<file path="src/rtl/srhsf_pkg.sv">
// ----------------------------------------------------------------------------
// srhsf_pkg
// Shared constants and codes for the source routing header forward unit.
// ----------------------------------------------------------------------------
package srhsf_pkg;

   // Buffer sizing
   localparam int MAX_HEADER_BYTES = 256;
   localparam int DST_BYTES        = 16;
   localparam int FIXED_BYTES      = 8;

   // Width of header offsets and length arithmetic (covers 8 + 8 * 255 + 16)
   localparam int OFF_W = 12;

   // Configuration register indexes
   localparam logic [2:0] CSR_OWN_A_HIGH = 3'd0;
   localparam logic [2:0] CSR_OWN_A_LOW  = 3'd1;
   localparam logic [2:0] CSR_OWN_B_HIGH = 3'd2;
   localparam logic [2:0] CSR_OWN_B_LOW  = 3'd3;
   localparam logic [2:0] CSR_OWN_VALID  = 3'd4;

   // Result status codes
   localparam logic [2:0] ST_FORWARD   = 3'd0;
   localparam logic [2:0] ST_BAD_LEN   = 3'd1;
   localparam logic [2:0] ST_SEG_EXC   = 3'd2;
   localparam logic [2:0] ST_MC_DST    = 3'd3;
   localparam logic [2:0] ST_MC_NEXT   = 3'd4;
   localparam logic [2:0] ST_MULTI_OWN = 3'd5;
   localparam logic [2:0] ST_ZERO_SEG  = 3'd6;
   localparam logic [2:0] ST_OVERFLOW  = 3'd7;

   localparam logic [63:0] LL_PREFIX_HIGH = 64'hFE80_0000_0000_0000;
   localparam logic [7:0]  MCAST_BYTE     = 8'hFF;

endpackage

</file>
<file path="src/rtl/srh_segment_forward_unit.sv">
// ----------------------------------------------------------------------------
// srh_segment_forward_unit
// Source routing header forwarding step: buffers destination and header,
// then checks the header, picks the next hop and forms the buffer patch.
// ----------------------------------------------------------------------------
// Bytes are taken one per cycle while the unit is idle; the buffer write
// port sets that rate. After the last byte the unit stalls input while
// it finds the next hop and scans the vector for own addresses (one
// buffer read port, each byte via S_RD and S_CAP), then offers one word.
// Synchronous reset clears byte count, overflow flag, result valid, config
// and state; the packet buffer is not cleared and needs no clearing pass.
module srh_segment_forward_unit #(
   parameter int MAX_HEADER_BYTES = srhsf_pkg::MAX_HEADER_BYTES
) (
   input  logic        clock,
   input  logic        reset,
   // configuration
   input  logic        csr_we,
   input  logic [2:0]  csr_index,
   input  logic [63:0] csr_wdata,
   // byte stream
   input  logic        req_valid,
   output logic        req_stall,
   input  logic [7:0]  req_data_byte,
   input  logic        req_last_byte,
   // result
   output logic        rsp_valid,
   input  logic        rsp_stall,
   output logic [2:0]  rsp_status,
   output logic        rsp_error_valid,
   output logic [7:0]  rsp_error_offset,
   output logic [63:0] rsp_next_dst_high,
   output logic [63:0] rsp_next_dst_low,
   output logic [7:0]  rsp_segments_after,
   output logic [7:0]  rsp_patch_offset,
   output logic [4:0]  rsp_patch_length,
   output logic [63:0] rsp_patch_high,
   output logic [63:0] rsp_patch_low
);

   localparam int OW        = srhsf_pkg::OFF_W;
   localparam int BUF_DEPTH = srhsf_pkg::DST_BYTES + MAX_HEADER_BYTES;
   localparam int AW        = $clog2(BUF_DEPTH);
   localparam int CW        = $clog2(BUF_DEPTH + 1);

   localparam logic [3:0] S_IDLE  = 4'd0;
   localparam logic [3:0] S_CHECK = 4'd1;
   localparam logic [3:0] S_DIVW  = 4'd2;
   localparam logic [3:0] S_POST  = 4'd3;
   localparam logic [3:0] S_RD    = 4'd4;
   localparam logic [3:0] S_CAP   = 4'd5;
   localparam logic [3:0] S_HOP   = 4'd6;
   localparam logic [3:0] S_CMP   = 4'd7;
   localparam logic [3:0] S_FIN   = 4'd8;

   // configuration registers
   logic [63:0] own_a_high_ff, own_a_low_ff, own_b_high_ff, own_b_low_ff;
   logic [1:0]  own_valid_ff;

   always_ff @(posedge clock) begin
      if (reset) begin
         own_a_high_ff <= '0;
         own_a_low_ff  <= '0;
         own_b_high_ff <= '0;
         own_b_low_ff  <= '0;
         own_valid_ff  <= '0;
      end else if (csr_we) begin
         unique case (csr_index)
            srhsf_pkg::CSR_OWN_A_HIGH: own_a_high_ff <= csr_wdata;
            srhsf_pkg::CSR_OWN_A_LOW:  own_a_low_ff  <= csr_wdata;
            srhsf_pkg::CSR_OWN_B_HIGH: own_b_high_ff <= csr_wdata;
            srhsf_pkg::CSR_OWN_B_LOW:  own_b_low_ff  <= csr_wdata;
            srhsf_pkg::CSR_OWN_VALID:  own_valid_ff  <= csr_wdata[1:0];
            default: ;
         endcase
      end
   end

   // state
   logic [3:0]    state_ff, state_in;
   logic [CW-1:0] count_ff, count_in;
   logic          ovf_ff, ovf_in;
   logic [127:0]  dst_ff, dst_in;
   logic [7:0]    hlen_ff, hlen_in, segl_ff, segl_in, cie_ff, cie_in, pad_ff, pad_in;
   logic [OW-1:0] n_ff, n_in, voff_ff, voff_in, off_ff, off_in, i_ff, i_in;
   logic [OW-1:0] fpos_ff, fpos_in;
   logic          found_ff, found_in, phase_ff, phase_in, rd_ok_ff, rd_ok_in;
   logic [7:0]    nsl_ff, nsl_in;
   logic [3:0]    pref_ff, pref_in, p_ff, p_in, k_ff, k_in;
   logic [127:0]  cand_ff, cand_in, hop_ff, hop_in;
   logic [2:0]    res_st_ff, res_st_in;
   logic          res_ev_ff, res_ev_in;
   logic [7:0]    res_eoff_ff, res_eoff_in;

   // result word
   logic          rsp_valid_ff, rsp_valid_in;
   logic [2:0]    status_ff, status_in;
   logic          ev_ff, ev_in;
   logic [7:0]    eoff_ff, eoff_in;
   logic [63:0]   ndh_ff, ndh_in, ndl_ff, ndl_in, ph_ff, ph_in, pl_ff, pl_in;
   logic [7:0]    sa_ff, sa_in, po_ff, po_in;
   logic [4:0]    plen_ff, plen_in;

   // packet buffer
   logic [7:0]    mem [BUF_DEPTH];
   logic [7:0]    mem_q;
   logic [AW-1:0] rd_addr;
   logic          acc, wr_en;

   // divider
   logic          div_start, div_done;
   logic [OW-1:0] div_dividend, quotient;
   logic [4:0]    clen;

   srhsf_div u_div (
      .clock    (clock),
      .reset    (reset),
      .start    (div_start),
      .dividend (div_dividend),
      .divisor  (clen),
      .done     (div_done),
      .quotient (quotient)
   );

   // header fields
   logic [3:0]    ci, ce, pad;
   logic [OW-1:0] len8, cnt_ext, min_len, n_calc, pos, prod, idx;
   logic          is_own;
   logic [127:0]  patch;

   assign acc     = req_valid && !req_stall;
   assign wr_en   = acc && (count_ff < CW'(BUF_DEPTH));
   assign ci      = cie_ff[7:4];
   assign ce      = cie_ff[3:0];
   assign pad     = pad_ff[7:4];
   assign clen    = 5'(5'd16 - {1'b0, ci});
   assign len8    = OW'({hlen_ff, 3'b000});
   assign cnt_ext = OW'(count_ff);
   assign min_len = OW'(pad) + OW'(16) - OW'(ce);
   assign div_dividend = len8 - min_len;
   assign n_calc  = quotient + OW'(1);
   assign pos     = n_ff - OW'(nsl_ff);
   assign prod    = OW'((pos - OW'(1)) * OW'(clen));
   assign idx     = OW'(16) + voff_ff + OW'(k_ff) - OW'(p_ff);
   assign rd_addr = idx[AW-1:0];
   assign is_own  = (own_valid_ff[0] && cand_ff == {own_a_high_ff, own_a_low_ff}) ||
                    (own_valid_ff[1] && cand_ff == {own_b_high_ff, own_b_low_ff});
   assign patch   = dst_ff << {pref_ff, 3'b000};

   always_ff @(posedge clock) begin
      if (wr_en) begin
         mem[count_ff[AW-1:0]] <= req_data_byte;
      end
      mem_q <= mem[rd_addr];
   end

   // sequencer
   always_comb begin
      state_in    = state_ff;
      count_in    = count_ff;
      ovf_in      = ovf_ff;
      dst_in      = dst_ff;
      hlen_in     = hlen_ff;
      segl_in     = segl_ff;
      cie_in      = cie_ff;
      pad_in      = pad_ff;
      n_in        = n_ff;
      voff_in     = voff_ff;
      off_in      = off_ff;
      i_in        = i_ff;
      fpos_in     = fpos_ff;
      found_in    = found_ff;
      phase_in    = phase_ff;
      rd_ok_in    = rd_ok_ff;
      nsl_in      = nsl_ff;
      pref_in     = pref_ff;
      p_in        = p_ff;
      k_in        = k_ff;
      cand_in     = cand_ff;
      hop_in      = hop_ff;
      res_st_in   = res_st_ff;
      res_ev_in   = res_ev_ff;
      res_eoff_in = res_eoff_ff;
      div_start   = 1'b0;
      rsp_valid_in = rsp_valid_ff && rsp_stall;
      status_in   = status_ff;
      ev_in       = ev_ff;
      eoff_in     = eoff_ff;
      ndh_in      = ndh_ff;
      ndl_in      = ndl_ff;
      sa_in       = sa_ff;
      po_in       = po_ff;
      plen_in     = plen_ff;
      ph_in       = ph_ff;
      pl_in       = pl_ff;

      unique case (state_ff)
         S_IDLE: begin
            if (acc) begin
               if (wr_en) begin
                  count_in = count_ff + 1'b1;
                  if (count_ff < CW'(16)) begin
                     dst_in[{~count_ff[3:0], 3'b000} +: 8] = req_data_byte;
                  end
                  if (count_ff == CW'(17)) hlen_in = req_data_byte;
                  if (count_ff == CW'(19)) segl_in = req_data_byte;
                  if (count_ff == CW'(20)) cie_in  = req_data_byte;
                  if (count_ff == CW'(21)) pad_in  = req_data_byte;
               end else begin
                  ovf_in = 1'b1;
               end
               if (req_last_byte) state_in = S_CHECK;
            end
         end
         // length and segment checks on captured fields
         S_CHECK: begin
            res_ev_in   = 1'b0;
            res_eoff_in = 8'd0;
            state_in    = S_FIN;
            priority if (ovf_ff || count_ff < CW'(24)) begin
               res_st_in = srhsf_pkg::ST_OVERFLOW;
            end else if (OW'(8) + len8 > cnt_ext - OW'(16)) begin
               res_st_in = srhsf_pkg::ST_OVERFLOW;
            end else if (len8 < min_len) begin
               res_st_in = srhsf_pkg::ST_BAD_LEN;
               res_ev_in = 1'b1;
               res_eoff_in = 8'd1;
            end else if (segl_ff == 8'd0) begin
               res_st_in = srhsf_pkg::ST_ZERO_SEG;
               res_ev_in = 1'b1;
               res_eoff_in = 8'd3;
            end else begin
               div_start = 1'b1;
               state_in  = S_DIVW;
            end
         end
         S_DIVW: begin
            if (div_done) begin
               n_in     = n_calc;
               nsl_in   = segl_ff - 8'd1;
               state_in = S_POST;
               if (OW'(segl_ff) > n_calc) begin
                  res_st_in   = srhsf_pkg::ST_SEG_EXC;
                  res_ev_in   = 1'b1;
                  res_eoff_in = 8'd3;
                  state_in    = S_FIN;
               end
            end
         end
         // next hop position, then build it
         S_POST: begin
            pref_in  = (nsl_ff != 8'd0) ? ci : ce;
            p_in     = (nsl_ff != 8'd0) ? ci : ce;
            k_in     = (nsl_ff != 8'd0) ? ci : ce;
            off_in   = OW'(8) + prod;
            voff_in  = OW'(8) + prod;
            cand_in  = dst_ff;
            phase_in = 1'b0;
            state_in = S_RD;
         end
         S_RD: begin
            rd_ok_in = idx < cnt_ext;
            state_in = S_CAP;
         end
         S_CAP: begin
            cand_in[{~k_ff, 3'b000} +: 8] = rd_ok_ff ? mem_q : 8'd0;
            if (k_ff == 4'd15) begin
               state_in = phase_ff ? S_CMP : S_HOP;
            end else begin
               k_in     = k_ff + 4'd1;
               state_in = S_RD;
            end
         end
         // multicast checks, then start own-address scan at entry 0
         S_HOP: begin
            hop_in   = cand_ff;
            res_ev_in   = 1'b0;
            res_eoff_in = 8'd0;
            priority if (dst_ff[127:120] == srhsf_pkg::MCAST_BYTE) begin
               res_st_in = srhsf_pkg::ST_MC_DST;
               state_in  = S_FIN;
            end else if (cand_ff[127:120] == srhsf_pkg::MCAST_BYTE) begin
               res_st_in = srhsf_pkg::ST_MC_NEXT;
               state_in  = S_FIN;
            end else begin
               res_st_in = srhsf_pkg::ST_FORWARD;
               i_in      = '0;
               fpos_in   = '0;
               found_in  = 1'b0;
               phase_in  = 1'b1;
               voff_in   = OW'(8);
               p_in      = (n_ff == OW'(1)) ? ce : ci;
               k_in      = (n_ff == OW'(1)) ? ce : ci;
               cand_in   = dst_ff;
               state_in  = S_RD;
            end
         end
         S_CMP: begin
            if (is_own && found_ff && (i_ff - fpos_ff) > OW'(1)) begin
               res_st_in   = srhsf_pkg::ST_MULTI_OWN;
               res_ev_in   = 1'b1;
               res_eoff_in = voff_ff[7:0];
               state_in    = S_FIN;
            end else begin
               if (is_own) begin
                  fpos_in  = i_ff;
                  found_in = 1'b1;
               end
               i_in = i_ff + OW'(1);
               if (i_ff + OW'(1) == n_ff) begin
                  state_in = S_FIN;
               end else begin
                  voff_in  = voff_ff + OW'(clen);
                  p_in     = (i_ff + OW'(2) == n_ff) ? ce : ci;
                  k_in     = (i_ff + OW'(2) == n_ff) ? ce : ci;
                  cand_in  = dst_ff;
                  state_in = S_RD;
               end
            end
         end
         S_FIN: begin
            if (!rsp_valid_ff || !rsp_stall) begin
               rsp_valid_in = 1'b1;
               status_in    = res_st_ff;
               ev_in        = res_ev_ff;
               eoff_in      = res_eoff_ff;
               if (res_st_ff == srhsf_pkg::ST_FORWARD) begin
                  ndh_in  = srhsf_pkg::LL_PREFIX_HIGH;
                  ndl_in  = hop_ff[63:0];
                  sa_in   = nsl_ff;
                  po_in   = off_ff[7:0];
                  plen_in = 5'(5'd16 - {1'b0, pref_ff});
                  ph_in   = patch[127:64];
                  pl_in   = patch[63:0];
               end else begin
                  ndh_in  = '0;
                  ndl_in  = '0;
                  sa_in   = '0;
                  po_in   = '0;
                  plen_in = '0;
                  ph_in   = '0;
                  pl_in   = '0;
               end
               count_in = '0;
               ovf_in   = 1'b0;
               state_in = S_IDLE;
            end
         end
         default: state_in = S_IDLE;
      endcase
   end

   always_ff @(posedge clock) begin
      if (reset) begin
         state_ff     <= S_IDLE;
         count_ff     <= '0;
         ovf_ff       <= 1'b0;
         rsp_valid_ff <= 1'b0;
      end else begin
         state_ff     <= state_in;
         count_ff     <= count_in;
         ovf_ff       <= ovf_in;
         rsp_valid_ff <= rsp_valid_in;
      end
      dst_ff      <= dst_in;
      hlen_ff     <= hlen_in;
      segl_ff     <= segl_in;
      cie_ff      <= cie_in;
      pad_ff      <= pad_in;
      n_ff        <= n_in;
      voff_ff     <= voff_in;
      off_ff      <= off_in;
      i_ff        <= i_in;
      fpos_ff     <= fpos_in;
      found_ff    <= found_in;
      phase_ff    <= phase_in;
      rd_ok_ff    <= rd_ok_in;
      nsl_ff      <= nsl_in;
      pref_ff     <= pref_in;
      p_ff        <= p_in;
      k_ff        <= k_in;
      cand_ff     <= cand_in;
      hop_ff      <= hop_in;
      res_st_ff   <= res_st_in;
      res_ev_ff   <= res_ev_in;
      res_eoff_ff <= res_eoff_in;
      status_ff   <= status_in;
      ev_ff       <= ev_in;
      eoff_ff     <= eoff_in;
      ndh_ff      <= ndh_in;
      ndl_ff      <= ndl_in;
      sa_ff       <= sa_in;
      po_ff       <= po_in;
      plen_ff     <= plen_in;
      ph_ff       <= ph_in;
      pl_ff       <= pl_in;
   end

   assign req_stall          = (state_ff != S_IDLE);
   assign rsp_valid          = rsp_valid_ff;
   assign rsp_status         = status_ff;
   assign rsp_error_valid    = ev_ff;
   assign rsp_error_offset   = eoff_ff;
   assign rsp_next_dst_high  = ndh_ff;
   assign rsp_next_dst_low   = ndl_ff;
   assign rsp_segments_after = sa_ff;
   assign rsp_patch_offset   = po_ff;
   assign rsp_patch_length   = plen_ff;
   assign rsp_patch_high     = ph_ff;
   assign rsp_patch_low      = pl_ff;

   // byte count never passes the buffer depth
   a_count_bound: assert property (@(posedge clock) disable iff (reset)
      count_ff <= CW'(BUF_DEPTH))
      else $error("byte count beyond buffer depth");

   // a new result word only comes out of the final state
   a_rsp_from_fin: assert property (@(posedge clock) disable iff (reset)
      $rose(rsp_valid_ff) |-> $past(state_ff) == S_FIN)
      else $error("result raised outside final state");

   // a buffer read never precedes the first vector byte of the entry
   a_read_in_entry: assert property (@(posedge clock) disable iff (reset)
      state_ff == S_RD |-> k_ff >= p_ff)
      else $error("read index below entry prefix");

endmodule

</file>
<file path="src/rtl/srhsf_div.sv">
// ----------------------------------------------------------------------------
// srhsf_div
// Restoring divider, one quotient bit per cycle, divisor 1..16.
// ----------------------------------------------------------------------------
module srhsf_div (
   input  logic                        clock,
   input  logic                        reset,
   input  logic                        start,
   input  logic [srhsf_pkg::OFF_W-1:0] dividend,
   input  logic [4:0]                  divisor,
   output logic                        done,
   output logic [srhsf_pkg::OFF_W-1:0] quotient
);

   localparam int OW = srhsf_pkg::OFF_W;
   localparam int CNT_W = $clog2(OW + 1);

   logic          busy_ff, busy_in;
   logic          done_ff, done_in;
   logic [CNT_W-1:0] cnt_ff, cnt_in;
   logic [OW-1:0] quo_ff, quo_in;
   logic [4:0]    rem_ff, rem_in;
   logic [4:0]    dvs_ff, dvs_in;
   logic [5:0]    trial;
   logic          ge;

   // one trial subtraction per cycle
   always_comb begin
      trial   = {rem_ff, quo_ff[OW-1]};
      ge      = trial >= {1'b0, dvs_ff};
      busy_in = busy_ff;
      done_in = 1'b0;
      cnt_in  = cnt_ff;
      quo_in  = quo_ff;
      rem_in  = rem_ff;
      dvs_in  = dvs_ff;
      if (start) begin
         busy_in = 1'b1;
         cnt_in  = CNT_W'(OW);
         quo_in  = dividend;
         rem_in  = 5'd0;
         dvs_in  = divisor;
      end else if (busy_ff) begin
         rem_in = ge ? 5'(trial - {1'b0, dvs_ff}) : trial[4:0];
         quo_in = {quo_ff[OW-2:0], ge};
         cnt_in = cnt_ff - 1'b1;
         if (cnt_ff == CNT_W'(1)) begin
            busy_in = 1'b0;
            done_in = 1'b1;
         end
      end
   end

   always_ff @(posedge clock) begin
      if (reset) begin
         busy_ff <= 1'b0;
         done_ff <= 1'b0;
         cnt_ff  <= '0;
      end else begin
         busy_ff <= busy_in;
         done_ff <= done_in;
         cnt_ff  <= cnt_in;
      end
      quo_ff <= quo_in;
      rem_ff <= rem_in;
      dvs_ff <= dvs_in;
   end

   assign done     = done_ff;
   assign quotient = quo_ff;

endmodule
</file>
<file path="config.mk">
export PLATFORM = sky130hd
export DESIGN_NAME = srh_segment_forward_unit
export DESIGN_NICKNAME = d
export VERILOG_FILES = /design/src/rtl/srhsf_pkg.sv /design/src/rtl/srh_segment_forward_unit.sv /design/src/rtl/srhsf_div.sv
export SDC_FILE = /design/constraint.sdc
export NUM_CORES = 2
export LEC_CHECK = 0
export CORE_MARGIN = 3
export CORE_UTILIZATION = 43
export DETAILED_ROUTE_END_ITERATION = 6
export DONT_BUFFER_PORTS = 1
export PLACE_DENSITY_LB_ADDON = 0.15
export SLEW_MARGIN = 30
export SYNTH_ARGS = -nofsm -noshare
export SYNTH_HDL_FRONTEND = slang
export SYNTH_HIERARCHICAL = 1
export SYNTH_SLANG_ARGS = --single-unit
</file>
<file path="constraint.sdc">
create_clock -name clock -period 6.6 [get_ports clock]
set_input_delay 0.33 -clock clock [delete_from_list [all_inputs] [get_ports clock]]
set_output_delay 0.33 -clock clock [all_outputs]
set_load 0.1 [all_outputs]
</file>
# Word-level counts from Yosys, hierarchy flattened
# Memories as Yosys holds them, arrays and structs flattened. A register that Yosys moved wholly into a read port is not among the register bits.
# Index checks and enable logic that the tools add are counted.
[totals] ff_bits=1033 ramBits=2176 in_bits=81 out_inout_bits=291 wordCells=290 mem_count=1
[classes] add_sub_neg=25 multipliers=1 order_cmp=9 n_eq_ne=40 shift=5 muxes=107 bitwise=3 n_reduce_logical=51
[mem_list] name="mem" words=272 width=8 read_ports=1 rd_ports_with_merged_regs=1 write_ports=1 line="srh_segment_forward_unit.sv:105" text="logic [7:0] mem [BUF_DEPTH];"
[op_table] operator="128-bit two-way mux" count=4
[op_table] operator="128-bit one-hot mux with 4 select lines" count=1
[op_table] operator="128-bit bitwise mux" count=2
[op_table] operator="128-bit == test" count=2
[op_table] operator="8-bit by 9-bit variable shift with 128-bit output, first input constant" count=2
[op_table] operator="8-bit by 9-bit variable part select with 128-bit output" count=2
[op_table] operator="12-bit two-way mux" count=11
[op_table] operator="128-bit by 7-bit << shifter with 128-bit output" count=1
[op_table] operator="4-bit two-way mux" count=23
[op_table] operator="64-bit two-way mux" count=1
[op_table] operator="12-bit one-hot mux with 2 select lines" count=2
[op_table] operator="4-bit AND reduction" count=10
[op_table] operator="9-bit by 5-bit == test with 1-bit output, second input constant" count=4
[op_table] operator="12-bit one-hot mux with 3 select lines" count=1
[op_table] operator="4-bit one-hot mux with 9 select lines" count=1
[op_table] operator="8-bit two-way mux" count=4
[op_table] operator="8-bit one-hot mux with 4 select lines" count=1
[op_table] operator="1-bit two-way mux" count=30
[op_table] operator="3-bit two-way mux" count=9
[op_table] operator="9-bit two-way mux" count=3
[op_table] operator="2-bit inequality test, second input constant" count=13
[op_table] operator="12-bit by 1-bit adder with 12-bit output, second input constant" count=2
[op_table] operator="12-bit == test" count=2
[op_table] operator="5-bit AND reduction" count=4
[op_table] operator="66 further kinds" count=106

# Logic depth before layout (Yosys ltp)
[logic_depth] ltp_word=8 ltp_mapped=25 ltp_nobuf=25

# By module
# The synthesis kept the hierarchy.
[modules_own_cells] module="srh_segment_forward_unit" n_inst=1 cells_per_inst=8597 area_each_um2=132500.8 seq_area_each_um2=90937.2
[modules_own_cells] module="srhsf_div" n_inst=1 cells_per_inst=118 area_each_um2=1376.3 seq_area_each_um2=730.7

# Worst setup path before layout
# Ideal clock, no wire load.
[synth_path] path_type="register to register" start="reg rsp_valid_ff (netlist: rsp_valid)" end="reg count_ff[7]" setup_ns=0.119 t_arrival_ns=6.934 required_ns=6.481 slack_ns=-0.453 path_stages_with_launch=9 path_buffers=0 synth_period_minus_slack_ns=7.053 path_cell_list="dfxtp_1 nand2_1 nand3_1 inv_1 o22ai_1 nor3_1 nand3_1 xnor2_1 nor2_1"
[synth_between] elab_chain_len=4
[synth_rtl] element="start, declared" line="srh_segment_forward_unit.sv:96" text="logic rsp_valid_ff, rsp_valid_in;"
[synth_rtl] element="start signal, assigned" line="srh_segment_forward_unit.sv:363" text="rsp_valid_ff <= rsp_valid_in;"
[synth_rtl] element="1-bit logical NOT" line="srh_segment_forward_unit.sv:322" text="if (!rsp_valid_ff || !rsp_stall) begin"
[synth_rtl] element="1-bit logical OR" line="srh_segment_forward_unit.sv:322"
[synth_rtl] element="2-bit inequality test (no line)"
[synth_rtl] element="4-bit AND reduction (no line)"
[synth_rtl] element="end signal, assigned" line="srh_segment_forward_unit.sv:361" text="count_ff <= count_in;"
[synth_rtl] element="end, declared" line="srh_segment_forward_unit.sv:81" text="logic [CW-1:0] count_ff, count_in;"
# Every way passes these cells.
# A chain may end at the register's enable or synchronous reset.

# Final worst setup path
[layout_path] start="reg n_ff[1]" end="reg voff_ff[11], data pin"
[layout_between] elab_chain_len=5
[layout_rtl] element="start, declared" line="srh_segment_forward_unit.sv:85" text="logic [OW-1:0] n_ff, n_in, voff_ff, voff_in, off_ff, off_in, i_ff, i_in;"
[layout_rtl] element="start signal, assigned" line="srh_segment_forward_unit.sv:370" text="n_ff <= n_in;"
[layout_rtl] element="12-bit by 8-bit subtractor with 12-bit output" line="srh_segment_forward_unit.sv:142" text="assign pos = n_ff - OW'(nsl_ff);"
[layout_rtl] element="12-bit by 1-bit subtractor with 12-bit output" line="srh_segment_forward_unit.sv:143" text="assign prod = OW'((pos - OW'(1)) * OW'(clen));"
[layout_rtl] element="12-bit by 5-bit multiplier with 12-bit output" line="srh_segment_forward_unit.sv:143"
[layout_rtl] element="4-bit by 12-bit adder with 12-bit output" line="srh_segment_forward_unit.sv:256" text="voff_in = OW'(8) + prod;"
[layout_rtl] element="12-bit one-hot mux with 3 select lines" line="srh_segment_forward_unit.sv:197" text="unique case (state_ff)"
[layout_rtl] element="via voff_in[11]" line="srh_segment_forward_unit.sv:85"
[layout_rtl] element="end signal, assigned" line="srh_segment_forward_unit.sv:371" text="voff_ff <= voff_in;"
[layout_rtl] element="end, declared" line="srh_segment_forward_unit.sv:85"
# The timed path passes the listed nets, and every way through them passes these cells.

==> impl_metrics.tcl <==
set metrics [dict create \
    regArea_sq_mm 0.09167 \
    grt_usage 0.2662 \
    path_depth 21 \
    grt_pass1_vias 77490 \
    cts.sink_count 3150 \
    maxCapViolCount 0 \
    place_congestion 0.9864 \
    worstPathArrival_ns 6.69 \
    clock_tree.buffer_depth 4 \
    clkLatencyLatePin_ns 0.95 \
    crit_family "adder cells" \
    end_kind "register" \
    numCtsBuffers 341 \
    tns_ns 0 \
    slowest_stage "fa_1" \
    multi_input_area_sq_mm 0.03942 \
    fin_crit_ns 6.103 \
    cp.required_ns 7.18 \
    synth_warnings 6 \
    drt_iter0_markers 9997 \
    coreArea_sq_mm 0.3094 \
    crit_buf_inv 2 \
    power.total_uw 42120 \
    synth_cell_types 92 \
    ios 372 \
    area_growth_pct 13.05 \
    via_per_inst 5.943 \
    htree_num_levels 5 \
    worst-r2r-cell-count 21 \
    fill_cells 26340 \
    finalSetupViolCount 0 \
    hold_viol_final 0 \
    synth_compound_area_frac 0.05136 \
    yosys.area_share.simple 0.08244 \
    hold_path_class "primary input to register" \
    p_per_area_mw_per_mm2 278.3 \
    synth_top_area_frac 0.6411 \
    ys_seq_area_frac 0.6847 \
    synth.area.top_cells "edfxtp_1, mux4_2, dfxtp_1" \
    cp-startpoint "n_ff[1]" \
    period_share 0.9247 \
    drv_slew 0 \
    synth_edf_count 2858 \
    fmax_mhz 163.9 \
    antenna_found_initial 34 \
    path_clk_slew_ns 0.07 \
    wl_per_cell_um 32.49 \
    synth.mux.area_fraction 0.1212 \
    failed_checks "design-rule violations" \
    status "finished with violations" \
    async_flop_share 0 \
    leakagePower_uw 0.04927 \
    endpoint "voff_ff[11]" \
    crit_fanout 5 \
    drt_wl_total_um 430800 \
    nNetsFinal 9070 \
    syn_area_sq_mm 0.1339 \
    drc 3 \
    skew_ns 0.07980 \
    initial_core_util 0.4328 \
    cts_tree "built" \
    ir_drop_v 0.0002159 \
    ys_seq_elements 3150 \
    r2r_end "voff_ff[11]" \
    netlist_instances 8715 \
    worstSetupPathType "register to register" \
    rsz0062_at_grt "no" \
    grt_pass1_wl_um 602700 \
    grt_start_max_net_pins 284 \
    ant_nets 0 \
    die_width_um 564.0 \
    die_area_sq_mm 0.3181 \
    startpoint_type "register" \
    drive_gt1_frac 0.1568 \
    synth_top_family_by_area "multiplexers" \
    overflow 0 \
    cp_cell_sequence "ha_1 > a211oi_1 > o21ai_0 > a31oi_1 > xor2_1 > nor2_1 > ha_1 > fa_1 > inv_1 > fa_1 > inv_1 > ha_1 > and3_1 > a2111o_1 > a21o_1 > a21oi_1 > xnor2_1 > xnor2_1 > xnor3_1 > xnor2_1 > o22ai_1" \
    synth_area_leader_cell "edfxtp_1" \
    regToRegSetupSlack_ns 0.50 \
    slowest_delay_ns 0.55 \
    synthFlopType "edfxtp_1" \
    rows 204 \
    synthXorXnorAreaFrac 0.01914 \
    r2r_start "n_ff[1]" \
    route.vias.total 78810 \
    portBuffers 0 \
    synthAdderAreaFrac 0.01624 \
    slew_headroom 0.2329 \
    hpwl_um 281800 \
    die_y_um 564.0 \
    syn_area_per_cell_sq_um 15.36 \
    dr.pass1.iters 7 \
    clock-root-buffer "clkbuf_16" \
    worst_slew_pin_slew_ns 1.151 \
]
==> per-layer routing <==
layer	track usage	vias to the layer above	part of all wire
li1	-	33510	-
met1	0.3708	40900	0.41
met2	0.4146	3616	0.46
met3	0.04105	778	0.075
met4	0.1212	4	0.053
met5	0	-	0.000063
==> logic make-up after synthesis <==
kind of cell / Yosys count
xor+xnor: 291
buf+inv: 768
fa+ha+maj: 154
mux: 822
compound gates: 1066
other cells: 1
flops: 3150
simple gates: 2463
==> cells in the mapped netlist, types with 38 or more instances <==
library cell / n
a32o_1: 54
nor4_1: 73
ha_1: 121
nand3_1: 100
and2_1: 152
nand2_1: 977
nand2b_1: 49
buf_4: 95
buf_1: 54
mux2i_1: 149
dfxtp_1: 292
clkbuf_1: 322
nor2b_1: 129
mux2_2: 38
nor2_1: 742
o21ai_0: 149
a211oi_1: 141
o22ai_1: 41
buf_2: 77
mux4_2: 635
xor2_1: 135
edfxtp_1: 2858
nor3_1: 68
xnor2_1: 155
nand4_1: 64
a21oi_1: 426
inv_1: 214
==> final cells by class <==
| type | count | share of cell area |
|---|---|---|
| clock inverters | 196 | 0.01301 |
| multi-input cells | 4852 | 0.2604 |
| flip-flops and latches | 3150 | 0.6057 |
| repair buffers | 270 | 0.02090 |
| diodes | 20 | 0.0003307 |
| clock buffers | 432 | 0.06008 |
| inverters | 220 | 0.005489 |
| well taps | 4120 | 0.03406 |
==> cells in the final DEF (no fill, tap or decap), types with 30 or more instances in the layout <==
cell type      Yosys  final
nor4_1            73     73
buf_4             95    123
inv_1            214    210
nand4_1           64     64
clkinv_2           0     58
clkinv_1           3     69
dfxtp_1          292    292
xnor2_1          155    151
bufinv_16          0     31
fa_1              33     31
mux2i_1          149    149
mux2_2            38     38
o21ai_0          149    149
ha_1             121    120
xor2_1           135    133
nor3_1            68     66
nor2b_1          129    128
and3_1            32     31
a211oi_1         141    141
o22ai_1           41     40
and2_1           152    149
clkbuf_1         322     76
conb_1             1     56
a32o_1            54     54
a21oi_1          426    420
nand3_1          100     95
clkbuf_16          0    347
nand2_1          977    962
buf_16             0     30
nand2b_1          49     48
mux4_2           635    635
nor2_1           742    733
dlygate4sd3_1      0     91
edfxtp_1        2858   2858
==> worst reg2reg max path, delay by kind of cell (launching register included) <==
family	cells	cell delay [ns]
flip-flops	1	0.48
AO/OA/AOI/OAI	7	1.76
buffers and inverters	2	0.10
adder cells (fa/ha/maj)	5	2.02
XOR/XNOR	5	1.21
AND/OR/NAND/NOR	2	0.28
==> where the power goes <==
group	switching, uW	internal [uW]	total [uW]
clock	8010	11000	19000
combinational	842	217	1060
sequential	245	21800	22000
total	9100	33000	42100
==> sequential cells by signal, indices dropped and copies added, names as in the netlist, 64 cells and up <==
name / count
dst_ff: 128
cand_ff: 128
mem: 2176
own_a_low_ff: 64
own_b_low_ff: 64
own_a_high_ff: 64
rsp_patch_low: 64
hop_ff: 64
rsp_next_dst_low: 64
own_b_high_ff: 64
rsp_patch_high: 64
==> how the worst min path moves through the flow <==
stage | start | endpoint | slack [ns] | depth (start not counted)
after floorplan | res_eoff_ff[0] | rsp_error_offset[0] | 0.40 | 0
after global placement | res_eoff_ff[7] | rsp_error_offset[7] | 0.41 | 0
after detailed placement | res_eoff_ff[1] | rsp_error_offset[1] | 0.41 | 0
after CTS | reset | own_b_high_ff[41] | 0.007 | 2
after global routing | reset | own_b_low_ff[51] | 0.02 | 2
final | reset | own_b_high_ff[33] | 0.05 | 2
==> per-stage QoR <==
stage | area [sq um] | std cells | setup slack, ns | utilization | hold slack (ns)
after floorplan | 134100 | 8770 | 0.8081 | - | 0.4003
after global placement | 138300 | 12490 | 0.3475 | 0.4472 | 0.4086
after detailed placement | 138500 | 12490 | 0.3289 | 0.4478 | 0.4138
after CTS | 150700 | 13210 | 0.3069 | 0.4870 | 0.007123
after global routing | 151300 | 13250 | 0.03354 | 0.4891 | 0.02382
final | 151300 | 13260 | 0.4971 | 0.4892 | 0.05261
==> repair_timing <==
action,4_1_cts,5_1_grt
endpoints found under the setup margin,0,1
resized for setup,0,4
hold buffers,90,10
endpoints found under the hold margin,2604,339
buffers inserted,0,1
(Power assumes the default switching activity.)
